`src/hdl/dcfs_pkg.sv`:
```
package dcfs_pkg;

  localparam int DEF_CLIENT_SLOTS = 3;
  localparam int DEF_LAYER_COUNT  = 3;
  localparam int DEF_LIST_DEPTH   = 48;
  localparam int DEF_PAYLOAD_BITS = 64;

  localparam logic [15:0] FRAME_PERIOD_RESET = 16'd33;

  localparam int QUEUE_DEPTH = 2;

  localparam logic [1:0] FUNC_SUBMIT = 2'd0;
  localparam logic [1:0] FUNC_READ   = 2'd1;
  localparam logic [1:0] FUNC_TICK   = 2'd2;

  localparam logic REG_FRAME_PERIOD = 1'b0;

  typedef enum logic [2:0] {
    OP_APPEND,
    OP_COMMIT,
    OP_READ,
    OP_TICK,
    OP_NOP
  } op_e;

  typedef enum logic [1:0] {
    STATUS_OK,
    STATUS_DROPPED,
    STATUS_NO_SLOT,
    STATUS_COMMITTED
  } status_e;

  typedef enum logic {
    BACK_EXEC,
    BACK_RESP
  } back_state_e;

  typedef struct packed {
    op_e         op;
    logic [31:0] pid;
    logic [7:0]  layer;
    logic [63:0] payload;
    logic [1:0]  slot;
    logic [5:0]  entry_index;
    logic [31:0] now_ms;
  } queue_item_t;

endpackage

```
`src/hdl/dcfs_front.sv`:
```
module dcfs_front #(
  parameter int LAYER_COUNT = dcfs_pkg::DEF_LAYER_COUNT
) (
  input  logic                  in_valid_i,
  output logic                  in_ready_o,
  input  logic [1:0]            func_i,
  input  logic [31:0]           client_pid_i,
  input  logic [7:0]            layer_i,
  input  logic                  is_present_i,
  input  logic [63:0]           payload_i,
  input  logic [1:0]            slot_i,
  input  logic [5:0]            entry_index_i,
  input  logic [31:0]           now_ms_i,
  input  logic                  q_full_i,
  output logic                  q_push_o,
  output dcfs_pkg::queue_item_t q_item_o
);
  import dcfs_pkg::*;

  op_e        op;
  logic [7:0] layer_clamped;

  always_comb begin
    unique case (func_i)
      FUNC_SUBMIT: op = is_present_i ? OP_COMMIT : OP_APPEND;
      FUNC_READ:   op = OP_READ;
      FUNC_TICK:   op = OP_TICK;
      default:     op = OP_NOP;
    endcase
  end

  assign layer_clamped = (int'(layer_i) >= LAYER_COUNT) ? 8'(LAYER_COUNT - 1) : layer_i;

  assign in_ready_o = !q_full_i;
  assign q_push_o   = in_valid_i && !q_full_i;

  always_comb begin
    q_item_o.op          = op;
    q_item_o.pid         = client_pid_i;
    q_item_o.layer       = layer_clamped;
    q_item_o.payload     = payload_i;
    q_item_o.slot        = slot_i;
    q_item_o.entry_index = entry_index_i;
    q_item_o.now_ms      = now_ms_i;
  end

endmodule

```
`config.mk`:
```
export PLATFORM = sky130hd
export DESIGN_NAME = dcfs_front
export DESIGN_NICKNAME = d
export VERILOG_FILES = /design/src/hdl/dcfs_pkg.sv /design/src/hdl/dcfs_front.sv
export SDC_FILE = /design/constraint.sdc
export NUM_CORES = 1
export LEC_CHECK = 0
export BUFFER_PORTS_ARGS = -buffer_cell sky130_fd_sc_hd__buf_2
export CAP_MARGIN = 20
export CORE_AREA = 4 4 113 115
export DETAILED_ROUTE_END_ITERATION = 16
export DIE_AREA = 0 0 117 119
export PLACE_DENSITY = 0.52
export REMOVE_ABC_BUFFERS = 1
export SLEW_MARGIN = 20
export SYNTH_ARGS = -nofsm -noshare
export SYNTH_HDL_FRONTEND = slang
export SYNTH_SLANG_ARGS = --single-unit
```
`constraint.sdc`:
```
create_clock -name vclk -period 3.1
set_input_delay 0.465 -clock vclk [all_inputs]
set_output_delay 0.465 -clock vclk [all_outputs]
set_load 0.1 [all_outputs]
```
==> impl_metrics.toml, run 1 <==
[detailed_routing]
avgViaCountPerCell = 3.04
wl_um = 20600
wl_per_cell_um = 111
vias = 562
route.detailed.drc = 0
ant_nets = 0
drt_iter0_markers = 34
drt-pass1-iter-count = 4

[floorplan]
die-area_um2 = 13900
chipHeight_um = 119
initial_core_util_pct = 9.76
coreArea_um2 = 11800
io_pins = 298
num_rows = 40
die_w_um = 117

[power]
p_per_area_nw_per_um2 = 219
power.leakage_nw = 0.141
ir_worst_vdd_mv = 0.0824

[timing]
final_hold_viol_count = 0
grt_setup_unrepaired = "no"
final-setup-viol-count = 0
setup_slack_ns = 0.797
clock.fmax_mhz = 434
slew-limit-headroom_pct = 62.1
maxSlewViolCount = 0
tightestPinTransition_ns = 0.572
min_period_over_period_pct = 74.3
finalCriticalPeriod_ns = 2.30

[run]
cap_violations = 0

[place]
place_ws_ns = 0.795
io_buffers = 20
gp_congestion = 1.22

[setup_path]
critical_path_class = "input port to primary output"
endpoint_kind = "primary output"
arrival_ns = 1.84
path_max_fanout = 2
critPathLaunchType = "input port"
cp.required_ns = 2.63

[synth]
syn_inst = 155
ys_seq_area_share_pct = 0
yosysWarnings = 0
synth_top_area_share_pct = 92.5
synth_area_per_cell_um2 = 7.43
syn_area_um2 = 1150
synth_largest_area_cell = "buf_4"
yosysMostFrequentCell = "buf_4"
synthTopCellsByArea = "buf_4 93%, ha_1 2.2%, or4_1 1.3%"
synth_cell_types = 10
ys_top_cells_by_count = "142 x buf_4, 3 x inv_1, 2 x ha_1, 2 x or4_1"

[cells_and_area]
nets = 191
syn2layout_area_growth_pct = -66.2
fin_util_pct = 3.29
seq_cells = 0
layout-drive-gt1-share_pct = 52.6
nClkBuffers = 0
multi_input_area_um2 = 93.8
n_fill_cell = 1427
insertedDiodeCount = 0
regArea_um2 = 0

[cts]
postCtsHoldBufs = 0
postCtsSetupRepairBufs = 0
cts_resized = 0

[grt]
first_global_vias = 449
grt_pass1_wl_um = 21300
antenna_found_initial = 3
grt_use_total_pct = 28.0
grt.overflow.total = 0
grt_max_degree = 4

[run_status]
status = "completed"

[worst_hold_path]
hold_path.class = "input port to primary output"
metrics by stage:
step	instances	hold WS [ns]	TNS (ns)	cell area (um^2)	power (mW)
final	185	0.930	0	389	0.0851
after global routing	185	0.930	0	389	0.0879
after CTS	185	0.932	0	389	0.0846
after detailed placement	185	0.932	0	389	0.0846
after global placement	185	0.932	0	389	0.0842
after floorplan	18	0.930	-1.24	105	0.0698
cell usage in the layout, fill, tap and decap left out:
master	n
buf_2	20
conb_1	6
ha_1	2
inv_1	3
nand2b_1	1
nand3b_1	1
nor2b_1	1
nor4_1	1
o21ai_0	1
or4_1	2
layout make-up:
type | instances | share of cell area (%)
inverter | 3 | 2.89
multi-input combinational | 15 | 24.1
tap | 147 | 47.3
timing repair buffer | 20 | 25.7
logic make-up after synthesis:
family	Yosys count	share of synthesized area [%]
AOI/OAI and AO/OA	1	0.434
adders and majority gates	2	2.17
buffers and inverters	145	93.5
other	1	0.325
and+or+nand+nor	6	3.58
final timing paths:
kind,slack (ns),startpoint,cells past startpoint,endpoint
setup / recovery,0.80,layer_i[7],4,q_item_o[105]
hold / removal,0.93,payload_i[60],0,q_item_o[100]
power by group:
group | internal, mW | switching, mW | leakage, nW
clock | 0 | 0 | 0
combinational | 0.0109 | 0.0743 | 0.141
sequential | 0 | 0 | 0
total | 0.0109 | 0.0743 | 0.141
per-layer routing:
metal	track usage [%]	part of all wire (%)	vias to the layer above
met4	12.5	6.0	4
met3	44.6	33	42
met2	53.9	55	266
met1	4.59	6.6	162
li1	-	-	88
met5	0.784	0.17	-
worst max-delay path, cell delays in order:
cell,delay (ns)
buf_2,0.09
or4_1,0.52
or4_1,0.42
buf_2,0.32
(Power assumes the default switching activity.)
==> inputs of run 2 (changes only) <==
--- a/config.mk
+++ b/config.mk
@@ -7,10 +7,10 @@
 export LEC_CHECK = 0
 export BUFFER_PORTS_ARGS = -buffer_cell sky130_fd_sc_hd__buf_2
 export CAP_MARGIN = 20
-export CORE_AREA = 4 4 113 115
+export CORE_AREA = 4 4 115 117
 export DETAILED_ROUTE_END_ITERATION = 16
-export DIE_AREA = 0 0 117 119
-export PLACE_DENSITY = 0.52
+export DIE_AREA = 0 0 119 121
+export PLACE_DENSITY = 0.5
 export REMOVE_ABC_BUFFERS = 1
 export SLEW_MARGIN = 20
 export SYNTH_ARGS = -nofsm -noshare
==> constraint.sdc (replaced) <==
create_clock -name vclk -period 2.3
set_input_delay 0.345 -clock vclk [all_inputs]
set_output_delay 0.345 -clock vclk [all_outputs]
set_load 0.1 [all_outputs]
==> run 2 against run 1 <==
Net effect:
- via count rose by 4.6%
- sequential cell count stayed put
- combinational power up 34%
- non-clock buffer count stayed put
- die area increased by 3.4%
- cell count grew 14%
- worst setup slack worse by 0.54 ns
==> impl_metrics.toml, run 2 (synthesized netlist as in run 1, its figures left out) <==
[grt]
grt_max_degree = 4
grt.overflow.total = 0
use_met3_pct = 46.0
use_met2_pct = 56.6
grt-busiest-layer = "met2"
grt_pass1_wl_um = 21600
grt_use_met1_pct = 2.83
antenna_found_initial = 2
grt_use_total_pct = 27.2
first_global_vias = 386

[setup_path]
crit_chain = "buf_2 -> or4_1 -> or4_1 -> buf_2"
endpoint_kind = "primary output"
arrival_ns = 1.69
path_max_fanout = 2
critical_path_class = "input port to primary output"
cp.required_ns = 1.96
path_buf_inv = 2
startpoint = "layer_i[7]"
critPathLaunchType = "input port"
cpPeakStageDelay_ns = 0.53
cp_top_family = "simple AND/OR/NAND/NOR gates"
cpMaxStageDelayCell = "or4_1"

[floorplan]
num_rows = 41
die-area_um2 = 14400
coreArea_um2 = 12400
io_pins = 298
chipHeight_um = 121
die_w_um = 119
initial_core_util_pct = 9.32

[cells_and_area]
layout-drive-gt1-share_pct = 52.6
insertedDiodeCount = 0
multi_input_area_um2 = 93.8
n_fill_cell = 1472
syn2layout_area_growth_pct = -62.2
nClkBuffers = 0
regArea_um2 = 0
final_common_cell = "buf_2"
seq_cells = 0
postLayoutCellArea_um2 = 435
final_cell_mix = "19 x buf_2, 6 x conb_1, 3 x inv_1"
nets = 191

[timing]
maxSlewViolCount = 0
grt_setup_unrepaired = "no"
slew-limit-headroom_pct = 63.1
finalCriticalPeriod_ns = 2.04
min_period_over_period_pct = 88.6
final-setup-viol-count = 0
final_hold_viol_count = 0
fin_tns_setup_ns = 0
clock.fmax_mhz = 490
hold_slack_ns = 0.690
tightestPinTransition_ns = 0.557

[cts]
postCtsSetupRepairBufs = 0
postCtsHoldBufs = 0
cts_resized = 0

[place]
io_buffers = 20
gp_congestion = 1.22
placed_area_um2 = 435
hpwl_um = 20400

[power]
power.share.clock_pct = 0
p_int_uw = 14.7
switching_power_uw = 99.0
switching_share_pct = 87.1
pwr-share-comb_pct = 100.0
p_total_uw = 114
power.leakage_nw = 0.143
p_per_area_nw_per_um2 = 261
ir_worst_vdd_mv = 0.0305
seqPwrFrac_pct = 0

[detailed_routing]
avgViaCountPerCell = 2.80
drt_iter0_markers = 72
drt-pass1-iter-count = 4
vias = 588
wl_um = 20600
ant_nets = 0
wl_per_cell_um = 98.1
route.detailed.drc = 0

[run_status]
status = "completed"

[worst_hold_path]
hp-start = "payload_i[61]"
hold_path.class = "input port to primary output"

[run]
cap_violations = 0
## run 2: cell counts in the layout (fill, tap and decap cells not counted)
Identical to the previous run, type by type.
## run 2: final cells by class
cell class,instances,share of cell area (%)
Timing Repair Buffer,20,26.4
Multi-Input combinational cell,15,21.6
Inverter,3,2.59
Tap cell,172,49.4
## run 2: layer usage
| layer | wire length, um | part of all wire (%) |
|---|---|---|
| met3 | 7080 | 34 |
| met1 | 920 | 4.5 |
| met4 | 459 | 2.2 |
| met5 | 85 | 0.41 |
| met2 | 12100 | 59 |
## run 2: final timing paths
check / endpoint / cells after the start
worst max-delay path: q_item_o[105] / 4
worst min-delay path: q_item_o[101] / 0
## run 2: metrics by stage
step	cells	utilization (%)	setup slack (ns)
floorplan	18	-	-1.80
global placement	210	3.52	0.257
detailed placement	210	3.52	0.257
CTS	210	3.52	0.257
global route	210	3.52	0.220
finish	210	3.52	0.261
## run 2: power by group through the flow
stage               registers, mW  logic [mW]  clock network (mW)
global placement                0       0.114                   0
finish                          0       0.114                   0
global route                    0       0.119                   0
detailed placement              0       0.114                   0
CTS                             0       0.114                   0
floorplan                       0      0.0941                   0
