### config.mk
export PLATFORM = sky130hd
export DESIGN_NAME = dcfs_queue
export DESIGN_NICKNAME = d
export VERILOG_FILES = /design/src/hdl/dcfs_pkg.sv /design/src/hdl/dcfs_queue.sv
export SDC_FILE = /design/constraint.sdc
export NUM_CORES = 1
export LEC_CHECK = 0
export BUFFER_PORTS_ARGS = -buffer_cell sky130_fd_sc_hd__buf_2
export CORE_ASPECT_RATIO = 1.25
export CORE_MARGIN = 1.5
export CORE_UTILIZATION = 47
export DETAILED_ROUTE_END_ITERATION = 16
export GPL_TIMING_DRIVEN = 0
export PLACE_DENSITY = 0.76
export SYNTH_ARGS = -nofsm -noshare
export SYNTH_HDL_FRONTEND = slang
export SYNTH_SLANG_ARGS = --single-unit
export TNS_END_PERCENT = 1
### constraint.sdc
create_clock -name clk_i -period 7.61 [get_ports clk_i]
set_input_delay 0.3805 -clock clk_i [delete_from_list [all_inputs] [get_ports clk_i]]
set_output_delay 0.3805 -clock clk_i [all_outputs]
set_load 0.02 [all_outputs]
### src/hdl/dcfs_pkg.sv
package dcfs_pkg;

  localparam int DEF_CLIENT_SLOTS = 3;
  localparam int DEF_LAYER_COUNT  = 3;
  localparam int DEF_LIST_DEPTH   = 48;
  localparam int DEF_PAYLOAD_BITS = 64;

  localparam logic [15:0] FRAME_PERIOD_RESET = 16'd33;

  localparam int QUEUE_DEPTH = 2;

  localparam logic [1:0] FUNC_SUBMIT = 2'd0;
  localparam logic [1:0] FUNC_READ   = 2'd1;
  localparam logic [1:0] FUNC_TICK   = 2'd2;

  localparam logic REG_FRAME_PERIOD = 1'b0;

  typedef enum logic [2:0] {
    OP_APPEND,
    OP_COMMIT,
    OP_READ,
    OP_TICK,
    OP_NOP
  } op_e;

  typedef enum logic [1:0] {
    STATUS_OK,
    STATUS_DROPPED,
    STATUS_NO_SLOT,
    STATUS_COMMITTED
  } status_e;

  typedef enum logic {
    BACK_EXEC,
    BACK_RESP
  } back_state_e;

  typedef struct packed {
    op_e         op;
    logic [31:0] pid;
    logic [7:0]  layer;
    logic [63:0] payload;
    logic [1:0]  slot;
    logic [5:0]  entry_index;
    logic [31:0] now_ms;
  } queue_item_t;

endpackage

### src/hdl/dcfs_queue.sv
module dcfs_queue (
  input  logic                  clk_i,
  input  logic                  rst_ni,
  input  logic                  push_i,
  input  dcfs_pkg::queue_item_t item_i,
  output logic                  full_o,
  input  logic                  pop_i,
  output logic                  valid_o,
  output dcfs_pkg::queue_item_t item_o
);
  import dcfs_pkg::*;

  localparam int PTR_W = (QUEUE_DEPTH > 1) ? $clog2(QUEUE_DEPTH) : 1;
  localparam int CNT_W = $clog2(QUEUE_DEPTH + 1);

  queue_item_t       entries_q [QUEUE_DEPTH];
  logic [PTR_W-1:0]  wr_ptr_q, wr_ptr_d;
  logic [PTR_W-1:0]  rd_ptr_q, rd_ptr_d;
  logic [CNT_W-1:0]  count_q, count_d;

  assign full_o  = (int'(count_q) == QUEUE_DEPTH);
  assign valid_o = (count_q != '0);
  assign item_o  = entries_q[rd_ptr_q];

  always_comb begin
    wr_ptr_d = wr_ptr_q;
    rd_ptr_d = rd_ptr_q;
    count_d  = count_q;
    if (push_i) begin
      wr_ptr_d = (int'(wr_ptr_q) == QUEUE_DEPTH - 1) ? '0 : wr_ptr_q + 1'b1;
    end
    if (pop_i) begin
      rd_ptr_d = (int'(rd_ptr_q) == QUEUE_DEPTH - 1) ? '0 : rd_ptr_q + 1'b1;
    end
    if (push_i && !pop_i) begin
      count_d = count_q + 1'b1;
    end else if (pop_i && !push_i) begin
      count_d = count_q - 1'b1;
    end
  end

  always_ff @(posedge clk_i or negedge rst_ni) begin
    if (!rst_ni) begin
      wr_ptr_q <= '0;
      rd_ptr_q <= '0;
      count_q  <= '0;
    end else begin
      wr_ptr_q <= wr_ptr_d;
      rd_ptr_q <= rd_ptr_d;
      count_q  <= count_d;
    end
  end

  always_ff @(posedge clk_i) begin
    if (push_i) begin
      entries_q[wr_ptr_q] <= item_i;
    end
  end

endmodule

==> results of run 1 <==
## metal layers
layer / up-vias / wire, um / track usage
met5: - / 0 / 0
met3: 59 / 1410 / 0.0429
met4: 0 / 909 / 0.0825
met2: 219 / 11500 / 0.321
met1: 2803 / 7670 / 0.187
li1: 2626 / - / -
## final cells by class
type | count | area [um2] | share of cell area
diodes | 6 | 15.0 | 0.00107
clock buffers | 36 | 731 | 0.0522
flip-flops and latches | 298 | 8930 | 0.638
well taps | 283 | 354 | 0.0253
multi-input cells | 158 | 1750 | 0.125
plain buffers | 16 | 160 | 0.0114
repair buffers | 332 | 1920 | 0.137
clock inverters | 16 | 138 | 0.00983
inverters | 1 | 3.75 | 0.000268
## worst paths after layout
path                        startpoint                end  slack [ps]  cells past startpoint
min reg2reg                 count_q[1]         count_q[1]         490                      1
max reg2reg                   wr_ptr_q   entries_q[0][33]        5540                      4
min                        item_i[114]  entries_q[0][114]          20                      1
max in group asynchronous       rst_ni           wr_ptr_q        7320                      2
max                           rd_ptr_q         item_o[73]        5290                      4
min in group asynchronous       rst_ni           rd_ptr_q         180                      2
## registers in the layout (all words and copies together) (netlist names)
| signal | flops |
|---|---|
| wr_ptr_q | 1 |
| entries_q | 294 |
| count_q | 2 |
| rd_ptr_q | 1 |
## per-stage QoR
stage / util / cell area, um2 / total power, mW / cells / worst slack (ps)
floorplan: - / 10800 / 3.53 / 473 / 44.1
global placement: 0.565 / 12700 / 4.11 / 1055 / -3750
detailed placement: 0.573 / 12900 / 4.09 / 1062 / 5440
CTS: 0.623 / 14000 / 5.42 / 1140 / 5240
global route: 0.624 / 14000 / 5.59 / 1146 / 5200
finish: 0.624 / 14000 / 5.36 / 1146 / 5290
## worst max-delay path, stage by stage (launching register included)
cell and delay, ps:
dfrtp_1 380, buf_4 280, buf_6 200, mux2_2 350, buf_2 170
## timing repair
item / CTS / global route
hold endpoints to repair: 48 / 0
hold buffers: 26 / 0
buffers inserted: 0 / 0
endpoints found under the setup margin: 0 / 0
## cell usage in the layout (no fill, tap or decap)
cell type and count:
xor2_1 4, inv_1 1, clkinv_8 1, xnor2_1 1
or2_2 1, clkinvlp_4 2, nor2b_1 1, clkinv_1 7
buf_12 4, dfrtp_1 4, buf_2 301, nor2_1 1
and2_4 1, buf_4 2, buf_16 3, clkinv_2 4
ha_1 1, edfxtp_1 294, bufinv_16 2, nor2b_4 1
diode_2 6, mux2_2 147, clkbuf_1 8, buf_6 12
clkbuf_16 28, dlygate4sd3_1 26
## report_power, final
part           internal, mW  total, mW  switching, mW
clock                 0.746       1.31          0.568
combinational         0.737       1.80           1.06
sequential             2.17       2.24         0.0704
## kinds of logic after synthesis
| kind of cell | after synthesis |
|---|---|
| DFF | 298 |
| muxes | 147 |
| buffers and inverters | 17 |
| xor gates and xnor gates | 5 |
| and+or+nand+nor | 5 |
| adders and majority gates | 1 |
==> results by stage, run 1 <==
Setup path:
- The startpoint kind of the worst setup timing path is a flip-flop.
- For the worst setup path, the data required time is 7230 ps.
- In this run the worst path has a maximum fanout of 10.
- The classification of the worst setup path is reg2out.
- STA puts the critical path data arrival time at 1940 ps.
- The worst setup path is captured at an output port.

Routing:
- The DRC violations left is 0.
- The count of nets left with antenna violations after detail routing is 0.
- In the final routed layout, each cell accounts on average for 18.8 um.
- The count of vias placed by the detailed router is approximately 5,700.
- The count of TritonRoute iterations in the first routing pass is 6.
- In this run, the number of DRC markers left after iteration 0 of detailed routing was about 240.
- In the routed layout, each cell is associated on average with a via count of 4.98.
- The detailed-route wire length is approximately 22 mm.

Yosys:
- The Yosys step of the flow raised 0 warnings.
- Ranked by total cell area, the synthesized netlist is headed by edfxtp_1 (81%), mux2_2 (15%), buf_6 (1.2%), dfrtp_1 (0.92%), xor2_1 (0.32%).
- For this run, the register share of the synthesized area comes to 0.824.
- In this run, distinct cell masters in the synthesized netlist total 14.
- Of all cell types, the one taking the most synthesized area is edfxtp_1.
- The fraction of the mapped netlist area in compound gates is 0.
- In this run, synthesis produced a sequential element count of a little under 300.
- Measured against the total synthesized area, the mux share comes to 0.153.
- In this run, synthesis inferred a little under 300 flip-flops with an integrated enable.
- Of the post-synthesis cell area, the dominant cell type holds 0.815.
- Synthesis produced a netlist whose cell count is 473.
- The synthesized netlist occupies a cell area of 0.0108 mm2.
- Averaged over all synthesized cells, the footprint is 22.9 um2.
- The area fraction in and, or, nand and nor cells after synthesis is 0.00266.
- When the netlist entered floorplanning its net count stood at 625.
- The most common cell in the synthesized netlist is edfxtp_1.
- The share of synthesized cell area in full adder, half adder and majority cells is 0.00116.
- The combinational family with the most area after synthesis is multiplexers.
- In the synthesized netlist, the cells that appear most often are edfxtp_1 (294), mux2_2 (147), buf_6 (12), dfrtp_1 (4), xor2_1 (4).
- Counting flops with an async set or reset pin after synthesis yields a share of 0.0134.
- Of the total synthesized cell area, the portion taken by XOR and XNOR cells is 0.00404.
- For this run, the leading register cell type out of synthesis is edfxtp_1.

STA:
- The total count of max-transition violations in the final report came to 0.
- At the pin with the least slew margin, the transition time is ~670 ps.
- Across all hold checks on the routed design, the worst slack comes to 23.0 ps.
- Between clock sinks in the finished design, the worst skew comes to approximately 24 ps.
- Headroom to the max-slew limit came out at 0.551.
- The setup-violating endpoint count in the final report is 0.
- The maximum clock frequency is 431 MHz.
- Setup repair after global routing left no endpoint under its margin.
- Adding up every negative setup slack in the final design gives 0 ps.
- The number of hold violations in the final report is 0.
- Dividing the final minimum period by the clock period gives 0.305.
- The clock period minus final worst setup slack is 2320 ps.

Placement:
- Summed over all nets, the half-perimeter wirelength after detailed placement is 14.6 mm.
- Input and output buffers added on the ports amount to 299.
- The routability congestion estimate from global placement is 0.754.

Die:
- Pin placement for this block handled 300 I/O pins.
- The horizontal die dimension is around 140 um.
- For this configuration, the core starts out at a cell density of 0.483.
- The y dimension of the die is ~170 um.
- The overall die area is about 0.024 mm2.
- After floorplanning, the core was divided into between 60 and 70 placement rows.
- The floorplan step defined a core boundary enclosing 0.0224 mm2.

Clock tree:
- The clock passes through at most 3 buffers.
- The total CTS buffers is 28.
- Post-CTS repair changed the size of 0 cells.
- In this run the number of H-tree levels came out at 1.
- The root buffer cell is clkbuf_16.
- TritonCTS built the clock tree.
- The number of sinks handled by clock tree synthesis is 298.
- The clock latency reported for the late side of the worst-skew pair is between 500 and 600 ps.
- Clock-pin slew was measured on the worst setup and hold paths at 60 ps.

Outcome:
- The flow ran to the end, and the final reports show no timing, DRC or antenna violations.

GRT:
- The via count of the first global-routing pass is roughly 6,000.
- The number of antenna violations at the first check in global routing came to 7.
- The maximum number of pins on one net before global-route repair is 54.
- The first-pass GRT wire length is ~33 mm.
- For this run, the total global-route usage over all layers was measured as 0.175.
- The overall overflow remaining after global route is 0.

Layout:
- The area added between synthesis and finish is 29.2%.
- The filler cells instantiated in the layout total 1,641.
- The fraction of final layout cells with drive strength greater than 1 is 0.594.
- The total number of nets in the final design is 987.

Power and ir drop:
- IR analysis of the VDD net gives a maximum drop of between 200 and 300 uV.
- For this design the static power due to leakage is 5.30 nW.
- The power per standard cell area is about 380 mW/mm2.

Job:
- Across the run, the number of max-cap violations was 0.

Min path:
- The path class of the tightest hold or removal check is in2reg.
Note: power is estimated with default switching activity, not from simulation.
==> inputs of run 2 (changes only) <==
- ABC_AREA: not set -> 1
- CORE_UTILIZATION: 47 -> 52
- PLACE_DENSITY: 0.76 -> 0.79
- clock period: 7.61 -> 2.3 ns (I/O delays scaled with it)
==> results by stage, run 2 <==
Setup path:
- The origin of the critical flop-to-flop path is wr_ptr_q.
- The critical path contains buffers and inverters numbering 3 combined.
- The largest stage delay on the critical path is 400 ps.
- On the critical path, the stage with the largest delay is an instance of dfrtp_1.
- The cell class contributing the biggest share of worst-path delay is buffers and inverters.
- In this run the register-to-register setup slack is 260 ps.
- The data required time at the worst endpoint is 2180 ps.
- The critical path data arrival time is 1960 ps.
- Traced cell by cell, the critical path runs through buf_4, buf_6, mux2_2, buf_2.
- In this run the worst path has a maximum fanout of 10.
- The startpoint kind of the worst setup timing path is a flip-flop.
- By startpoint and endpoint, the worst setup path is classified as reg2out.
- The worst register-to-register path ends at entries_q[1][102].
- The number of cells on the worst reg-to-reg path is 4.
- The kind of end point of the critical path is an output port.

GRT:
- The number of antenna violations at the first check in global routing is 0.
- The via count of the first global-routing pass is ~6,900.
- The aggregate global-route resource usage is 0.217.
- The first global-routing pass estimated roughly 36 mm of wire.
- The maximum number of pins on one net before global-route repair is between 40 and 50.
- The overall overflow remaining after global route is 0.

Routing:
- The count of TritonRoute iterations in the first routing pass is 4.
- For this run, design rule violations remaining after detail routing come to 0.
- The detail route stage leaves a number of antenna-violating nets equal to 0.
- Dividing the detail-routed via count by the number of cells gives between 4 and 5.
- The detailed-route wire length is 24.1 mm.
- The average wire per cell in the routed design is roughly 19 um.
- The number of DRC violations after detailed-routing iteration 0 is 364.
- Detailed routing inserted a total of 6,221 vias.

Clock tree:
- At the later pin of the worst-skew pair, clock insertion delay measures 530 ps.
- TritonCTS created 28 clock buffers.
- For this design, the sink count on the clock tree is 298.
- The clock passes through at most 3 buffers.
- In this run the number of H-tree levels came out at 1.
- The total of cells resized after clock tree synthesis is 0.
- The cell sitting at the root of the clock tree is a clkbuf_16.
- The buffers inserted during post-CTS setup optimization is 0.
- The clock input transition at the sequential cells of the worst setup and hold paths is approximately 70 ps.
- The clock tree from TritonCTS is built.

Yosys:
- Ranked by total cell area, the synthesized netlist is headed by edfxtp_1 (81%), mux2_2 (15%), buf_6 (1.2%), dfrtp_1 (0.92%), inv_1 (0.24%).
- The most frequently used flop master after synthesis is edfxtp_1.
- After synthesis, the share of flip-flops with an asynchronous set or reset is 0.0134.
- The post-synth net total is 634.
- Averaged over all synthesized cells, the footprint is 22.5 um2.
- After technology mapping, the gate count stands at about 480.
- The share of synthesized area in the top cell type comes to 0.814.
- The share of the Yosys chip area taken by registers is 0.823.
- Yosys mapped a number of flops with a built-in enable equal to 294.
- Counting distinct cell types in the post-synthesis netlist gives 14.
- The synthesized design spends more area on one cell type than any other, namely edfxtp_1.
- After synthesis, the most frequently instantiated cells are edfxtp_1 (294), mux2_2 (147), buf_6 (12), inv_1 (7), nand2_1 (6).
- The flip-flop and latch count after synthesis is 298.
- The most common cell in the synthesized netlist is edfxtp_1.
- The total standard cell area after synthesis is roughly 0.011 mm2.
- Yosys printed 0 warnings.

Min path:
- The class of the tightest hold or removal check is in2reg.
- The worst hold path begins at item_i[117].
- The cell depth of the worst hold path is 2.
- The worst min-delay path endpoint is entries_q[0][117].

Die:
- The starting density of the core is 0.534.
- The y dimension of the die is 165 um.
- The die covers 0.0217 mm2.
- After floorplanning, the core was sized to cover approximately 0.020 mm2.
- During I/O placement, the number of pins put on the boundary was 300.
- The horizontal die dimension is ~130 um.
- The number of standard-cell rows in the floorplan is 58.

Job:
- The number of max-cap violations is 0.

Layout:
- In the layout the commonest cells are buf_2 (301), edfxtp_1 (294), dlygate4sd3_1 (151).
- The flip-flop count of the largest register, all copies and words added is 294.
- From synthesis to final layout, the design area changed by 41.5%.
- The library cell used most frequently in the layout, excluding fill and tap cells, is buf_2.
- The register bank with the most flops is entries_q.
- In the final layout, the share of cells above drive strength 1 is 0.520.
- The number of inserted filler cells in the final layout is 1,111.
- The number of inserted diodes is 0.
- The largest registers in the layout are entries_q x294, count_q x2.
- The finished layout holds 1,259 standard cells, fillers aside.
- The final layout contains 1,121 nets.

STA:
- The total count of max-transition violations in the final report came to 0.
- The number of hold violations in the final report is 0.
- Setup repair after global routing left no endpoint under its margin.
- The clock arrives with roughly 18 ps of skew.
- The worst path needs between 2000 and 2500 ps of the cycle, external delays included.
- The pin slew with the least headroom to its limit is between 700 and 800 ps.
- The worst slew slack as a fraction of its limit is 0.477.
- The worst-case setup margin in the final layout is 228 ps.
- Setup violations remaining at the end of the flow were counted as 0.
- Dividing the final minimum period by the clock period gives 0.901.
- Derived from the worst setup path, the maximum achievable clock frequency is 483 MHz.

Power and ir drop:
- Power spread over the standard cell area amounts to 1210 mW/mm2.
- The worst-case IR drop observed on VDD is between 900 and 1000 uV.
- Summed over all cells, the static leakage comes to 5.89 nW.

Placement:
- During placement, the flow inserted port buffers numbering approximately 300.
- The number of placed instances with taps included is 1,058.
- Before CTS, the worst setup slack after placement is roughly 300 ps.
- The placed wire-length estimate after detailed placement is 14.5 mm.
- Routability-driven placement finished with a final weighted congestion of roughly 0.74.

Outcome:
- The flow ran to the end, and the final reports show no timing, DRC or antenna violations.
[run 2: changes by cell type after synthesis, sizes merged, moves of 2 or more]
| cell | delta |
|---|---|
| inv | +6 |
| nand2 | +6 |
| xor2 | -2 |
| nor2b | -2 |
[run 2: cells by family (layout without fill, tap and decap cells)]
| group | Yosys count | count (layout) | synth area share |
|---|---|---|---|
| mux | 147 | 147 | 0.153 |
| simple gates | 10 | 10 | 0.00381 |
| buf+inv | 23 | 530 | 0.0172 |
| xor+xnor | 3 | 3 | 0.00242 |
| fa+ha+maj | 1 | 1 | 0.00115 |
| flops | 298 | 298 | 0.823 |
[run 2: power breakdown]
| group | internal [mW] | total (mW) | switching (mW) | leakage [nW] |
|---|---|---|---|---|
| registers | 7.19 | 7.46 | 0.270 | 2.81 |
| clock network | 3.02 | 4.92 | 1.91 | 0.476 |
| logic | 2.55 | 6.15 | 3.60 | 2.61 |
| total | 12.8 | 18.5 | 5.77 | 5.89 |
[run 2: per-layer routing]
metal,vias to the layer above,global-route usage,share of wire
met5,-,0,0
met3,58,0.0384,0.054
met1,3023,0.232,0.35
met4,0,0.0894,0.034
li1,2881,-,-
met2,259,0.421,0.56
[run 2: how the worst max path moves through the flow]
stage,start,endpoint,slack (ps),cells after the start
after floorplan,wr_ptr_q,entries_q[1][0],-760,2
after global placement,wr_ptr_q,entries_q[1][25],-1760,2
after detailed placement,wr_ptr_q,entries_q[1][25],300,4
after CTS,rd_ptr_q,item_o[16],170,4
after global routing,rd_ptr_q,item_o[39],140,4
final,rd_ptr_q,item_o[19],230,4
[run 2: area by class of cell]
| class | count | area (um2) | area share |
|---|---|---|---|
| inverters | 7 | 30.0 | 0.00196 |
| flip-flops and latches | 298 | 8930 | 0.582 |
| plain buffers | 16 | 160 | 0.0104 |
| repair buffers | 457 | 3160 | 0.206 |
| multi-input cells | 161 | 1750 | 0.114 |
| clock buffers | 37 | 766 | 0.0499 |
| clock inverters | 13 | 226 | 0.0148 |
| well taps | 270 | 338 | 0.0220 |
[run 2: what timing repair did]
action / in CTS / in global routing
setup endpoints to repair: 0 / 0
hold endpoints to repair: 301 / 0
hold buffers: 151 / 0
[run 2: through the flow]
step / cell area, um2 / setup TNS [ps] / power (mW) / utilization / hold slack, ps
6_report: 15300 / 0 / 18.5 / 0.755 / 293
5_1_grt: 15300 / 0 / 19.2 / 0.755 / 289
4_1_cts: 15300 / 0 / 18.6 / 0.755 / 274
3_5_place_dp: 12800 / 0 / 13.5 / 0.632 / -74.6
3_3_place_gp: 12700 / -494500 / 13.3 / 0.625 / -78.3
2_1_floorplan: 10900 / -218520 / 11.5 / - / -181
